--- config.mk ---
export PLATFORM = sky130hd
export DESIGN_NAME = tcp_segment_arrival_check_flat
export DESIGN_NICKNAME = d
export VERILOG_FILES = /design/src/rtl/core/tsac_pkg.sv /design/src/rtl/core/tsac_if.sv /design/src/rtl/core/tsac_eval.sv /design/src/rtl/core/tcp_segment_arrival_check.sv /design/src/flat_wrapper.sv
export SDC_FILE = /design/constraint.sdc
export NUM_CORES = 1
export LEC_CHECK = 0
export ABC_AREA = 1
export BUFFER_PORTS_ARGS = -buffer_cell sky130_fd_sc_hd__buf_4
export CORE_MARGIN = 2
export CORE_UTILIZATION = 35
export CTS_BUF_LIST = sky130_fd_sc_hd__clkbuf_8
export CTS_CLUSTER_SIZE = 14
export DETAILED_ROUTE_END_ITERATION = 7
export PLACE_DENSITY = 0.55
export SYNTH_ARGS = -nofsm -noshare
export SYNTH_HDL_FRONTEND = slang
export SYNTH_SLANG_ARGS = --single-unit
--- constraint.sdc ---
create_clock -name clk -period 5.52 [get_ports clk]
set_clock_uncertainty 0.2 [all_clocks]
set_input_delay 1.38 -clock clk [delete_from_list [all_inputs] [get_ports clk]]
set_output_delay 1.38 -clock clk [all_outputs]
set_load 0.005 [all_outputs]
--- src/rtl/core/tsac_pkg.sv ---
`timescale 1ns / 1ps

package tsac_pkg;

  // Connection state codes as seen on conn_state.
  localparam logic [3:0] ST_CLOSED   = 4'd0;
  localparam logic [3:0] ST_SYN_SENT = 4'd1;
  localparam logic [3:0] ST_SYN_RCVD = 4'd2;
  localparam logic [3:0] ST_ESTAB    = 4'd3;

  // Kind of reset segment requested.
  localparam logic [1:0] RK_NONE    = 2'd0;
  localparam logic [1:0] RK_SEQ_ACK = 2'd1;
  localparam logic [1:0] RK_ACK_LEN = 2'd2;

  // Configuration register indexes.
  localparam logic [1:0] CFG_LOCAL_ISS     = 2'd0;
  localparam logic [1:0] CFG_START_PASSIVE = 2'd1;
  localparam logic [1:0] CFG_PEER_ISS      = 2'd2;

  localparam int CFG_IDX_W  = 2;
  localparam int CFG_DATA_W = 32;

  typedef struct packed {
    logic [31:0] seq_number;
    logic [31:0] ack_number;
    logic [15:0] peer_window;
    logic [15:0] seg_len;
    logic        length_ok;
    logic        flag_syn;
    logic        flag_ack;
    logic        flag_rst;
    logic [31:0] send_next;
    logic [31:0] recv_window;
    logic        synack_ok;
  } seg_t;

  typedef struct packed {
    logic        drop;
    logic        send_ack;
    logic [1:0]  rst_kind;
    logic [31:0] rst_seq;
    logic [31:0] rst_ack;
    logic        send_synack;
    logic        ack_advanced;
    logic [31:0] acked_upto;
    logic        conn_failed;
    logic [3:0]  conn_state;
    logic [15:0] send_window;
  } result_t;

  // Per-connection control block.
  typedef struct packed {
    logic [3:0]  state_code;
    logic [31:0] recv_next;
    logic [31:0] send_unacked;
    logic [15:0] peer_wnd;
    logic [31:0] wnd_update_seq;
    logic [31:0] wnd_update_ack;
  } conn_t;

  // Sequence space compares, modulo 2^32.
  function automatic logic sq_lt(input logic [31:0] a, input logic [31:0] b);
    logic [31:0] d;
    d = a - b;
    return d[31];
  endfunction

  function automatic logic sq_le(input logic [31:0] a, input logic [31:0] b);
    return (a == b) || sq_lt(a, b);
  endfunction

  function automatic logic in_window(input logic [31:0] rnxt, input logic [31:0] s,
                                     input logic [31:0] wnd);
    logic [31:0] edge_hi;
    edge_hi = rnxt + wnd;
    return sq_le(rnxt, s) && sq_lt(s, edge_hi);
  endfunction

  // Four-case segment acceptability test.
  function automatic logic acceptable(input logic [31:0] rnxt, input logic [15:0] len,
                                      input logic [31:0] seq, input logic [31:0] wnd);
    logic [31:0] last;
    last = seq + {16'd0, len} - 32'd1;
    if (len == 16'd0) begin
      return (wnd == 32'd0) ? (seq == rnxt) : in_window(rnxt, seq, wnd);
    end
    if (wnd == 32'd0) begin
      return 1'b0;
    end
    return in_window(rnxt, seq, wnd) || in_window(rnxt, last, wnd);
  endfunction

  // Fresh control block from the configuration registers.
  function automatic conn_t conn_restart(input logic [31:0] liss, input logic passive,
                                         input logic [31:0] piss);
    conn_t c;
    c.state_code     = passive ? ST_SYN_RCVD : ST_SYN_SENT;
    c.recv_next      = piss + 32'd1;
    c.send_unacked   = liss;
    c.peer_wnd       = 16'd0;
    c.wnd_update_seq = 32'd0;
    c.wnd_update_ack = 32'd0;
    return c;
  endfunction

endpackage

--- src/rtl/core/tsac_if.sv ---
`timescale 1ns / 1ps

// Segment header channel.
interface tsac_seg_if;
  logic        valid;
  logic        ready;
  logic [31:0] seq_number;
  logic [31:0] ack_number;
  logic [15:0] peer_window;
  logic [15:0] seg_len;
  logic        length_ok;
  logic        flag_syn;
  logic        flag_ack;
  logic        flag_rst;
  logic [31:0] send_next;
  logic [31:0] recv_window;
  logic        synack_ok;

  modport source (
    output valid, seq_number, ack_number, peer_window, seg_len, length_ok,
           flag_syn, flag_ack, flag_rst, send_next, recv_window, synack_ok,
    input  ready
  );
  modport sink (
    input  valid, seq_number, ack_number, peer_window, seg_len, length_ok,
           flag_syn, flag_ack, flag_rst, send_next, recv_window, synack_ok,
    output ready
  );
endinterface

// Check result channel.
interface tsac_res_if;
  logic        valid;
  logic        ready;
  logic        drop;
  logic        send_ack;
  logic [1:0]  rst_kind;
  logic [31:0] rst_seq;
  logic [31:0] rst_ack;
  logic        send_synack;
  logic        ack_advanced;
  logic [31:0] acked_upto;
  logic        conn_failed;
  logic [3:0]  conn_state;
  logic [15:0] send_window;

  modport source (
    output valid, drop, send_ack, rst_kind, rst_seq, rst_ack, send_synack,
           ack_advanced, acked_upto, conn_failed, conn_state, send_window,
    input  ready
  );
  modport sink (
    input  valid, drop, send_ack, rst_kind, rst_seq, rst_ack, send_synack,
           ack_advanced, acked_upto, conn_failed, conn_state, send_window,
    output ready
  );
endinterface

--- src/rtl/core/tsac_eval.sv ---
`timescale 1ns / 1ps

// Segment arrival rules for one header against the current control block.
module tsac_eval
  import tsac_pkg::*;
(
  input  seg_t        seg,
  input  conn_t       conn,
  input  logic [31:0] local_iss,
  output conn_t       conn_next,
  output result_t     res
);

  logic        drop;
  logic        do_ack;
  logic [1:0]  rkind;
  logic [31:0] rseq;
  logic [31:0] rack;
  logic        synack;
  logic        adv;
  logic        failed;
  logic [31:0] seq_end;
  logic [31:0] una_syn;
  logic        ack_in_range;

  assign seq_end      = seg.seq_number + {16'd0, seg.seg_len};
  assign una_syn      = seg.flag_ack ? seg.ack_number : conn.send_unacked;
  assign ack_in_range = sq_le(conn.send_unacked, seg.ack_number) &&
                        sq_le(seg.ack_number, seg.send_next);

  always_comb begin
    conn_next = conn;
    drop      = 1'b0;
    do_ack    = 1'b0;
    rkind     = RK_NONE;
    rseq      = 32'd0;
    rack      = 32'd0;
    synack    = 1'b0;
    adv       = 1'b0;
    failed    = 1'b0;

    priority if (!seg.length_ok) begin
      drop = 1'b1;
    end else if (conn.state_code == ST_CLOSED) begin
      drop = 1'b1;
    end else if (conn.state_code == ST_SYN_SENT) begin
      priority if (seg.flag_ack && (sq_le(seg.ack_number, local_iss) ||
                                    sq_lt(seg.send_next, seg.ack_number))) begin
        if (!seg.flag_rst) begin
          rkind = RK_ACK_LEN;
          rack  = seq_end;
        end
        drop = 1'b1;
      end else if (seg.flag_rst) begin
        if (seg.flag_ack && ack_in_range) begin
          failed               = 1'b1;
          conn_next.state_code = ST_CLOSED;
        end
        drop = 1'b1;
      end else if (!seg.flag_syn) begin
        drop = 1'b1;
      end else begin
        conn_next.recv_next    = seg.seq_number + 32'd1;
        conn_next.send_unacked = una_syn;
        adv                    = seg.flag_ack;
        if (sq_lt(local_iss, una_syn)) begin
          do_ack               = 1'b1;
          conn_next.state_code = ST_ESTAB;
        end else begin
          synack = 1'b1;
          if (seg.synack_ok) begin
            conn_next.state_code = ST_SYN_RCVD;
          end else begin
            drop = 1'b1;
          end
        end
      end
    end else if (!acceptable(conn.recv_next, seg.seg_len, seg.seq_number,
                             seg.recv_window)) begin
      do_ack = !seg.flag_rst;
      drop   = 1'b1;
    end else if (seg.flag_rst) begin
      failed               = 1'b1;
      conn_next.state_code = ST_CLOSED;
      drop                 = 1'b1;
    end else if (seg.flag_syn) begin
      if (seg.flag_ack) begin
        rkind = RK_SEQ_ACK;
        rseq  = seg.ack_number;
      end else begin
        rkind = RK_ACK_LEN;
        rack  = seq_end;
      end
      failed               = 1'b1;
      conn_next.state_code = ST_CLOSED;
      drop                 = 1'b1;
    end else if (!seg.flag_ack) begin
      drop = 1'b1;
    end else if (conn.state_code == ST_SYN_RCVD && !ack_in_range) begin
      rkind = RK_SEQ_ACK;
      rseq  = seg.ack_number;
      drop  = 1'b1;
    end else begin
      if (conn.state_code == ST_SYN_RCVD) begin
        conn_next.state_code = ST_ESTAB;
      end
      if (sq_lt(conn.send_unacked, seg.ack_number) &&
          sq_le(seg.ack_number, seg.send_next)) begin
        conn_next.send_unacked = seg.ack_number;
        adv                    = 1'b1;
        if (sq_lt(conn.wnd_update_seq, seg.seq_number) ||
            (conn.wnd_update_seq == seg.seq_number &&
             sq_le(conn.wnd_update_ack, seg.ack_number))) begin
          conn_next.peer_wnd       = seg.peer_window;
          conn_next.wnd_update_seq = seg.seq_number;
          conn_next.wnd_update_ack = seg.ack_number;
        end
      end else if (sq_lt(seg.send_next, seg.ack_number)) begin
        do_ack = 1'b1;
        drop   = 1'b1;
      end
    end
  end

  always_comb begin
    res.drop         = drop;
    res.send_ack     = do_ack;
    res.rst_kind     = rkind;
    res.rst_seq      = rseq;
    res.rst_ack      = rack;
    res.send_synack  = synack;
    res.ack_advanced = adv;
    res.acked_upto   = conn_next.send_unacked;
    res.conn_failed  = failed;
    res.conn_state   = conn_next.state_code;
    res.send_window  = conn_next.peer_wnd;
  end

endmodule

--- src/rtl/core/tcp_segment_arrival_check.sv ---
`timescale 1ns / 1ps

// Receive-side control check of one TCP connection. Each item on seg is a parsed
// segment header together with the transmit side's current SND.NXT and the local
// receive window; each accepted item yields exactly one item on res, in order.
// The block takes one item per clock cycle while res is ready. The header is
// captured in an input register, the arrival rules are evaluated against the
// connection control block, and the result is held in an output register, from
// which it is presented on res, while the control block is updated in the same
// edge. That single evaluate-and-update step is what sets the rate, since each
// segment sees the state left by the one before it. Writing any of the
// configuration registers (local ISS, passive start, peer ISS) restarts the
// connection from those values; writes are meant to happen only while no item is
// in flight. Indexes beyond the register list are ignored.
module tcp_segment_arrival_check
  import tsac_pkg::*;
(
  input  logic                  clk,
  input  logic                  rst,
  input  logic                  cfg_we,
  input  logic [CFG_IDX_W-1:0]  cfg_index,
  input  logic [CFG_DATA_W-1:0] cfg_wdata,
  tsac_seg_if.sink              seg,
  tsac_res_if.source            res
);

  // Configuration registers.
  logic [31:0] local_iss;
  logic        start_passive;
  logic [31:0] peer_iss;
  logic [31:0] local_iss_next;
  logic        start_passive_next;
  logic [31:0] peer_iss_next;
  logic        cfg_hit;

  // Input register stage.
  logic        in_valid;
  seg_t        in_item;
  seg_t        seg_item;

  // Connection control block and result register.
  conn_t       conn;
  conn_t       conn_eval;
  result_t     res_eval;
  logic        out_valid;
  result_t     out_item;

  logic        out_free;
  logic        advance;

  assign out_free = !out_valid || res.ready;
  assign advance  = in_valid && out_free;
  assign seg.ready = !in_valid || out_free;

  always_comb begin
    seg_item.seq_number  = seg.seq_number;
    seg_item.ack_number  = seg.ack_number;
    seg_item.peer_window = seg.peer_window;
    seg_item.seg_len     = seg.seg_len;
    seg_item.length_ok   = seg.length_ok;
    seg_item.flag_syn    = seg.flag_syn;
    seg_item.flag_ack    = seg.flag_ack;
    seg_item.flag_rst    = seg.flag_rst;
    seg_item.send_next   = seg.send_next;
    seg_item.recv_window = seg.recv_window;
    seg_item.synack_ok   = seg.synack_ok;
  end

  // A write to a known index updates that register; the restart below uses the
  // freshly written value.
  always_comb begin
    local_iss_next     = local_iss;
    start_passive_next = start_passive;
    peer_iss_next      = peer_iss;
    cfg_hit            = 1'b0;
    if (cfg_we) begin
      unique case (cfg_index)
        CFG_LOCAL_ISS: begin
          local_iss_next = cfg_wdata[31:0];
          cfg_hit        = 1'b1;
        end
        CFG_START_PASSIVE: begin
          start_passive_next = cfg_wdata[0];
          cfg_hit            = 1'b1;
        end
        CFG_PEER_ISS: begin
          peer_iss_next = cfg_wdata[31:0];
          cfg_hit       = 1'b1;
        end
        default: begin
          cfg_hit = 1'b0;
        end
      endcase
    end
  end

  always_ff @(posedge clk) begin
    if (rst) begin
      local_iss     <= 32'd0;
      start_passive <= 1'b0;
      peer_iss      <= 32'd0;
    end else begin
      local_iss     <= local_iss_next;
      start_passive <= start_passive_next;
      peer_iss      <= peer_iss_next;
    end
  end

  tsac_eval u_eval (
    .seg       (in_item),
    .conn      (conn),
    .local_iss (local_iss),
    .conn_next (conn_eval),
    .res       (res_eval)
  );

  // Control block: restarted by reset or a configuration write to a known index,
  // otherwise updated as each item leaves the input register.
  always_ff @(posedge clk) begin
    if (rst) begin
      conn <= conn_restart(32'd0, 1'b0, 32'd0);
    end else if (cfg_hit) begin
      conn <= conn_restart(local_iss_next, start_passive_next, peer_iss_next);
    end else if (advance) begin
      conn <= conn_eval;
    end
  end

  always_ff @(posedge clk) begin
    if (rst) begin
      in_valid  <= 1'b0;
      out_valid <= 1'b0;
    end else begin
      if (seg.ready) begin
        in_valid <= seg.valid;
      end
      if (out_free) begin
        out_valid <= in_valid;
      end
    end
  end

  always_ff @(posedge clk) begin
    if (seg.valid && seg.ready) begin
      in_item <= seg_item;
    end
    if (advance) begin
      out_item <= res_eval;
    end
  end

  assign res.valid        = out_valid;
  assign res.drop         = out_item.drop;
  assign res.send_ack     = out_item.send_ack;
  assign res.rst_kind     = out_item.rst_kind;
  assign res.rst_seq      = out_item.rst_seq;
  assign res.rst_ack      = out_item.rst_ack;
  assign res.send_synack  = out_item.send_synack;
  assign res.ack_advanced = out_item.ack_advanced;
  assign res.acked_upto   = out_item.acked_upto;
  assign res.conn_failed  = out_item.conn_failed;
  assign res.conn_state   = out_item.conn_state;
  assign res.send_window  = out_item.send_window;

endmodule

--- src/flat_wrapper.sv ---
// flat-port wrapper written by rule: the top's interface ports become plain ports
module tcp_segment_arrival_check_flat import tsac_pkg::*;
  (clk, rst, cfg_we, cfg_index, cfg_wdata, seg_valid, seg_seq_number, seg_ack_number, seg_peer_window, seg_seg_len, seg_length_ok, seg_flag_syn, seg_flag_ack, seg_flag_rst, seg_send_next, seg_recv_window, seg_synack_ok, seg_ready, res_valid, res_drop, res_send_ack, res_rst_kind, res_rst_seq, res_rst_ack, res_send_synack, res_ack_advanced, res_acked_upto, res_conn_failed, res_conn_state, res_send_window, res_ready);
  tsac_seg_if seg_i ();
  tsac_res_if res_i ();
  input  logic clk;
  input  logic rst;
  input  logic cfg_we;
  input  logic [CFG_IDX_W-1:0] cfg_index;
  input  logic [CFG_DATA_W-1:0] cfg_wdata;
  input wire logic [$bits(seg_i.valid)-1:0] seg_valid;
  input wire logic [$bits(seg_i.seq_number)-1:0] seg_seq_number;
  input wire logic [$bits(seg_i.ack_number)-1:0] seg_ack_number;
  input wire logic [$bits(seg_i.peer_window)-1:0] seg_peer_window;
  input wire logic [$bits(seg_i.seg_len)-1:0] seg_seg_len;
  input wire logic [$bits(seg_i.length_ok)-1:0] seg_length_ok;
  input wire logic [$bits(seg_i.flag_syn)-1:0] seg_flag_syn;
  input wire logic [$bits(seg_i.flag_ack)-1:0] seg_flag_ack;
  input wire logic [$bits(seg_i.flag_rst)-1:0] seg_flag_rst;
  input wire logic [$bits(seg_i.send_next)-1:0] seg_send_next;
  input wire logic [$bits(seg_i.recv_window)-1:0] seg_recv_window;
  input wire logic [$bits(seg_i.synack_ok)-1:0] seg_synack_ok;
  output wire logic [$bits(seg_i.ready)-1:0] seg_ready;
  output wire logic [$bits(res_i.valid)-1:0] res_valid;
  output wire logic [$bits(res_i.drop)-1:0] res_drop;
  output wire logic [$bits(res_i.send_ack)-1:0] res_send_ack;
  output wire logic [$bits(res_i.rst_kind)-1:0] res_rst_kind;
  output wire logic [$bits(res_i.rst_seq)-1:0] res_rst_seq;
  output wire logic [$bits(res_i.rst_ack)-1:0] res_rst_ack;
  output wire logic [$bits(res_i.send_synack)-1:0] res_send_synack;
  output wire logic [$bits(res_i.ack_advanced)-1:0] res_ack_advanced;
  output wire logic [$bits(res_i.acked_upto)-1:0] res_acked_upto;
  output wire logic [$bits(res_i.conn_failed)-1:0] res_conn_failed;
  output wire logic [$bits(res_i.conn_state)-1:0] res_conn_state;
  output wire logic [$bits(res_i.send_window)-1:0] res_send_window;
  input wire logic [$bits(res_i.ready)-1:0] res_ready;
  assign seg_i.valid = seg_valid;
  assign seg_i.seq_number = seg_seq_number;
  assign seg_i.ack_number = seg_ack_number;
  assign seg_i.peer_window = seg_peer_window;
  assign seg_i.seg_len = seg_seg_len;
  assign seg_i.length_ok = seg_length_ok;
  assign seg_i.flag_syn = seg_flag_syn;
  assign seg_i.flag_ack = seg_flag_ack;
  assign seg_i.flag_rst = seg_flag_rst;
  assign seg_i.send_next = seg_send_next;
  assign seg_i.recv_window = seg_recv_window;
  assign seg_i.synack_ok = seg_synack_ok;
  assign seg_ready = seg_i.ready;
  assign res_valid = res_i.valid;
  assign res_drop = res_i.drop;
  assign res_send_ack = res_i.send_ack;
  assign res_rst_kind = res_i.rst_kind;
  assign res_rst_seq = res_i.rst_seq;
  assign res_rst_ack = res_i.rst_ack;
  assign res_send_synack = res_i.send_synack;
  assign res_ack_advanced = res_i.ack_advanced;
  assign res_acked_upto = res_i.acked_upto;
  assign res_conn_failed = res_i.conn_failed;
  assign res_conn_state = res_i.conn_state;
  assign res_send_window = res_i.send_window;
  assign res_i.ready = res_ready;
  tcp_segment_arrival_check u_core (.clk(clk), .rst(rst), .cfg_we(cfg_we), .cfg_index(cfg_index), .cfg_wdata(cfg_wdata), .seg(seg_i), .res(res_i));
endmodule
=== Yosys cells after proc, flatten, opt, wreduce, memory -nomap -nowiden ===
Cells that the tools add are included.

* Output and inout port bits: 125
* Register bits after elaboration: 503
* Input bits: 204

* Bitwise gates (word level): 7
* Reductions and logical operators: 40
* $add $sub $neg: 16
* Muxes and demuxes: 116
* Equal/unequal tests: 15

{| class="wikitable"
|+ Operator list
! cell !! number
|-
| $mux W112 || 6
|-
| $mux W148 || 4
|-
| $mux W32 || 18
|-
| $sub A32 B32 Y32 || 11
|-
| $eq A32 B32 Y1 || 8
|-
| $mux W80 || 2
|-
| $mux W68 || 2
|-
| $add A32 B1 Y32 const B || 2
|-
| $mux W1 || 64
|-
| $mux W64 || 1
|-
| $mux W4 || 11
|-
| $add A32 B16 Y32 || 1
|-
| $add A32 B32 Y32 || 1
|-
| $logic_not A32 Y1 || 1
|-
| $sub A32 B1 Y32 const B || 1
|-
| $logic_not A16 Y1 || 1
|-
| $mux W2 || 8
|-
| $logic_or A1 B1 Y1 || 11
|-
| $reduce_and A11 Y1 || 1
|-
| $logic_and A1 B1 Y1 || 10
|-
| $reduce_bool A2 Y1 || 4
|-
| $not A1 Y1 || 7
|-
| $reduce_and A7 Y1 || 1
|-
| $ne A2 B1 Y1 const B || 3
|-
| other kinds (11) || 15
|}

=== Longest topological paths before layout ===
* Depth after elaboration: 20
* Gate-level depth with buffers: 44

=== By module ===
From an unflattened synthesis, not the netlist that was laid out.

* Cells, all modules: 4915
* Area, all modules: 36511.3 µm²

{| class="wikitable"
|+ Modules (own cells, without submodules)
! module !! instances !! cells each !! seq. area each (µm²) !! area each (µm²)
|-
| tsac_eval || 1 || 3369 || 0.0 || 18746.7
|-
| tcp_segment_arrival_check || 1 || 1546 || 12952.4 || 17764.5
|}

=== Worst setup path before layout ===
No wires, ideal clock.

* Path kind: reg-to-reg
* Start: register u_core.in_item[1] in the netlist's numbering
* End: register u_core.out_item, in the netlist u_core.res.acked_upto[27] (data pin)
* Data required time: 5.070 ns
* Arrival time: 5.499 ns
* Cell stages (with the launch flop): 40
* Slack: -0.429 ns
* Period minus slack after synthesis: 5.949 ns
* Cell sequence: edfxtp_1 ha_1 fa_1 nand3_1 nand2_1 nand2_1 o211ai_1 a21boi_1 o21ai_0 a21boi_0 o21ai_1 a21boi_0 o21ai_1 a21boi_0 o21ai_0 a21boi_1 o21ai_0 xor2_1 [... 4 more ...] nor3_1 nand4_1 nand2_1 nand2_1 nand2_1 nand2_1 nand3_1 nor2_1 or2_2 buf_2 nand2_4 inv_4 buf_4 buf_4 nand3_1 nand3_1 nand2_1 inv_1

{| class="wikitable"
|+ RTL lines
! what !! line !! text
|-
| start: declaration || tcp_segment_arrival_check.sv:38 || <nowiki>seg_t in_item;</nowiki>
|-
| start signal: assignment || tcp_segment_arrival_check.sv:145 || <nowiki>in_item <= seg_item;</nowiki>
|-
| end signal: assignment || tcp_segment_arrival_check.sv:148 || <nowiki>out_item <= res_eval;</nowiki>
|-
| end: declaration || tcp_segment_arrival_check.sv:46 || <nowiki>result_t out_item;</nowiki>
|}

==> flow_metrics.env <==
export IMPL_areal_power_density_over_the_cells_nw_per_um2=250.2
export IMPL_slew_violations=0
export IMPL_dominantRegCellSynth="sky130_fd_sc_hd__edfxtp_1"
export IMPL_crit_fanout=7
export IMPL_clock_sinks=503
export IMPL_synth_ff_latch_count=503
export IMPL_grt_setup_unrepaired="true"
export IMPL_timing_hold_worst_path_depth=2
export IMPL_post_synth_cell_area_avg_sq_um=7.986
export IMPL_ctsHoldBuffers=0
export IMPL_min_delay_path_class="reg -> reg"
export IMPL_grt_first_pass_wirelength_mm=180.8
export IMPL_drtPass1Iterations=5
export IMPL_clock_network_fraction_of_design_power=0.347
export IMPL_ctsHtreeMaxLevel=3
export IMPL_netSwitchingFraction=0.3253
export IMPL_initial_utilization=0.3519
export IMPL_timing_worst_slew_pin_value_ns=1.130
export IMPL_worst_endpoint_required_ns=5.85
export IMPL_path_depth=38
export IMPL_hold_viol=0
export IMPL_finalSetupViolCount=237
export IMPL_critPathSlowestCell="sky130_fd_sc_hd__edfxtp_1"
export IMPL_power_switching_mw=3.622
export IMPL_syn_instance_count=4175
export IMPL_worst_r2r_startpoint="u_core.in_item[133]"
export IMPL_power_leakage_nw=20.54
export IMPL_drive_above_1_share=0.2722
export IMPL_p_comb_frac=0.261
export IMPL_wire_per_inst_microns=19.85
export IMPL_seq_total_area_yosys=0.3885
export IMPL_worst_setup_hold_path_clk_slew_ns=0.05
export IMPL_worst_setup_path_end_kind="flop"
export IMPL_chipWidth_microns=312.6
export IMPL_drt_drc_violations_left=0
export IMPL_violations="negative setup slack"
export IMPL_fp_coreArea_sq_um=94730
export IMPL_crit_path_start_kind="flop"
export IMPL_gr_usage_all_layers=0.2420
export IMPL_startpoint="u_core.in_item[133]"
export IMPL_grt_overflow_total=0
export IMPL_ctsRootBufferMaster="sky130_fd_sc_hd__clkbuf_8"
export IMPL_arrival_ns=6.36
export IMPL_grt_max_degree=96
export IMPL_die_area_sq_um=97740
export IMPL_timing_fmax_mhz=165.9
export IMPL_viasPerCell=5.098
export IMPL_timing_critical_path_slowest_cell_delay_ns=0.45
export IMPL_run_status="finished, violations left"
export IMPL_layoutNonFillerInstCount=6263
export IMPL_number_of_enable_flip_flop_cells_after_synthesis=288
export IMPL_critical_path_n_buffers_inverters=10
export IMPL_cell_count_of_the_worst_reg_to_reg_path=38
export IMPL_cts_buffer_depth=3
export IMPL_post_dp_hpwl_mm=93.17
export IMPL_grt_pass1_vias=30298
export IMPL_timing_max_cap_violations=0
export IMPL_fp_dieH_microns=312.6
export IMPL_postSynth_asyncResetShare=0
export IMPL_vias=31928
export IMPL_port_buffers=328
export IMPL_yosys_warnings=0
export IMPL_rows=113
export IMPL_fin_crit_ns=6.028
export IMPL_totalPowerFinal_mw=11.14
export IMPL_timing_final_crit_share=1.092
export IMPL_type_of_the_worst_setup_path="reg -> reg"
export IMPL_reg2reg_to="u_core.res.acked_upto[29]"
export IMPL_routabilityCongestion=0.9196
export IMPL_final_layout_net_count=5513
export IMPL_yosys_cell_types_count=67
export IMPL_setup_worst_path_end="u_core.res.acked_upto[29]"
export IMPL_cts_tree="yes"
export IMPL_final_antenna_net_count=0
export IMPL_cell_class_contributing_the_biggest_share_of_worst_path_delay="simple AND/OR/NAND/NOR gates"
export IMPL_ios=329
export IMPL_max_vdd_ir_drop_mv=0.1660
export IMPL_drt_first_iter_violations=2248
export IMPL_syn_cell_area_sq_um=33340
export IMPL_place_inst=6027
export IMPL_clk_insertion_delay_late_ns=0.77
export IMPL_setup_reg_to_reg_worst_slack_ns=-0.51
export IMPL_cell_internal_pwr_mw=7.514
export IMPL_worst_slew_margin_rel=0.2442
export IMPL_antenna_violations_before_repair=1
export IMPL_setup_ws_ns=-0.5085
export IMPL_totalWireLength_mm=124.3
export IMPL_area_growth_syn_to_layout_pct=33.49
export IMPL_synth_nets=4769
export IMPL_cts_buffers_inserted=95
export IMPL_portion_of_total_power_attributed_to_sequential_cells=0.391
==> cells in the mapped netlist (25+ instances only) <==
master | number | area share
sky130_fd_sc_hd__inv_1 | 516 | 0.058
sky130_fd_sc_hd__a21oi_1 | 327 | 0.049
sky130_fd_sc_hd__nand4_1 | 81 | 0.015
sky130_fd_sc_hd__clkbuf_1 | 89 | 0.010
sky130_fd_sc_hd__nor3_1 | 48 | 0.0072
sky130_fd_sc_hd__nor2_1 | 353 | 0.040
sky130_fd_sc_hd__o21ai_0 | 197 | 0.030
sky130_fd_sc_hd__a21oi_2 | 67 | 0.018
sky130_fd_sc_hd__nand2_1 | 873 | 0.098
sky130_fd_sc_hd__o21ai_1 | 82 | 0.012
sky130_fd_sc_hd__a31oi_1 | 49 | 0.0092
sky130_fd_sc_hd__dfxtp_1 | 215 | 0.13
sky130_fd_sc_hd__ha_1 | 388 | 0.15
sky130_fd_sc_hd__or2_2 | 25 | 0.0047
sky130_fd_sc_hd__xor2_1 | 53 | 0.014
sky130_fd_sc_hd__edfxtp_1 | 288 | 0.26
sky130_fd_sc_hd__nor4_1 | 29 | 0.0054
sky130_fd_sc_hd__nand3_1 | 246 | 0.037
==> cell usage in the layout, fill, tap and decap left out, drive strengths merged, types with 3 or more instances in the layout <==
cell type  instances
clkinv            27
inv              553
a21o               8
nor4b              4
xnor2             23
edfxtp           288
o22ai             13
o31ai              3
or3                4
a21boi            12
a211oi             8
o21ai            279
nand3b            17
a21oi            394
and2               4
bufinv             6
o21a              19
nor3              52
mux2i              9
dfxtp            215
ha               388
nor2             365
nand4             81
nor4              29
o211ai            22
clkbuf           121
a31oi             49
nand2            887
or2               29
nand3            252
xor2              53
buf              757
o221ai             5
==> worst register-to-register path, delay by kind of cell (launching register included) <==
family                   cells  cell delay, ns
flip-flops                   1            0.45
XOR/XNOR                     2            0.37
adder cells (fa/ha/maj)      3            0.98
AO/OA/AOI/OAI                1            0.04
AND/OR/NAND/NOR             22            2.77
buffers and inverters       10            0.99
==> through the flow <==
step | cell area (sq um) | setup TNS (ns) | util | hold slack (ns) | setup slack [ns]
floorplan | 33420 | -5.198 | - | 0.2377 | -0.07766
global placement | 39910 | -240.66 | 0.4213 | 0.2499 | -1.110
detailed placement | 39910 | -233.73 | 0.4213 | 0.2549 | -1.108
CTS | 42830 | -77.81 | 0.4522 | 0.2638 | -0.4032
global route | 44510 | -154.28 | 0.4698 | 0.2829 | -0.7599
finish | 44510 | -89.49 | 0.4698 | 0.2630 | -0.5085
==> layer usage <==
layer | GRT usage | vias up | routed length, microns
li1 | - | 15743 | -
met1 | 0.3088 | 14910 | 52260
met2 | 0.4095 | 1025 | 58850
met3 | 0.04069 | 250 | 7912
met4 | 0.09200 | 0 | 5307
met5 | 0 | - | 0
==> worst min-delay path by stage <==
stage | start | to | slack (ns)
after global routing | u_core.conn[147] | u_core.conn[147] | 0.28
after CTS | u_core.conn[147] | u_core.conn[147] | 0.26
after global placement | u_core.conn[147] | u_core.conn[147] | 0.25
final | u_core.conn[147] | u_core.conn[147] | 0.26
after floorplan | u_core.conn[146] | u_core.conn[146] | 0.24
after detailed placement | u_core.conn[147] | u_core.conn[147] | 0.25
==> registers in the layout (all words and copies together) (netlist names), 2 cells and up <==
signal	flops
u_core.res.rst_kind	2
u_core.res.rst_ack	32
u_core.res.acked_upto	32
u_core.local_iss	32
u_core.res.conn_state	4
u_core.conn	148
u_core.res.rst_seq	32
u_core.in_item	165
u_core.res.send_window	16
u_core.peer_iss	32
==> power by group through the flow <==
stage | combinational, mW | sequential [mW] | clock, mW
finish | 2.91 | 4.36 | 3.87
global route | 3.22 | 4.37 | 4.13
CTS | 2.73 | 4.34 | 3.99
detailed placement | 2.59 | 4.42 | 0
global placement | 2.57 | 4.42 | 0
floorplan | 1.46 | 4.36 | 0
==> what timing repair did <==
item                       in CTS  in global routing
pin swaps                      25                123
buffers inserted               32                 21
gates resized for setup       114                323
cloned                          6                 12
setup endpoints to repair     238                238
==> area by class of cell <==
cell class / instances / area [sq um]
timing repair buffer: 766 / 6310
clock buffer: 112 / 1541
antenna: 1 / 2.502
fill: 9374 / 50220
multi-input combinational: 3028 / 19670
tap: 1265 / 1583
clock inverter: 63 / 444.2
sequential: 503 / 12950
inverter: 525 / 2002
==> logic make-up after synthesis <==
group / count (synthesis) / share of synthesized area
AO/OA/AOI/OAI: 825 / 0.1413
buffers and inverters: 644 / 0.07555
adder cells (fa/ha/maj): 390 / 0.1468
flip-flops: 503 / 0.3885
multiplexers: 9 / 0.002702
AND/OR/NAND/NOR: 1728 / 0.2252
XOR/XNOR: 76 / 0.01997
No activity file was read; power rests on OpenSTA's default activity.
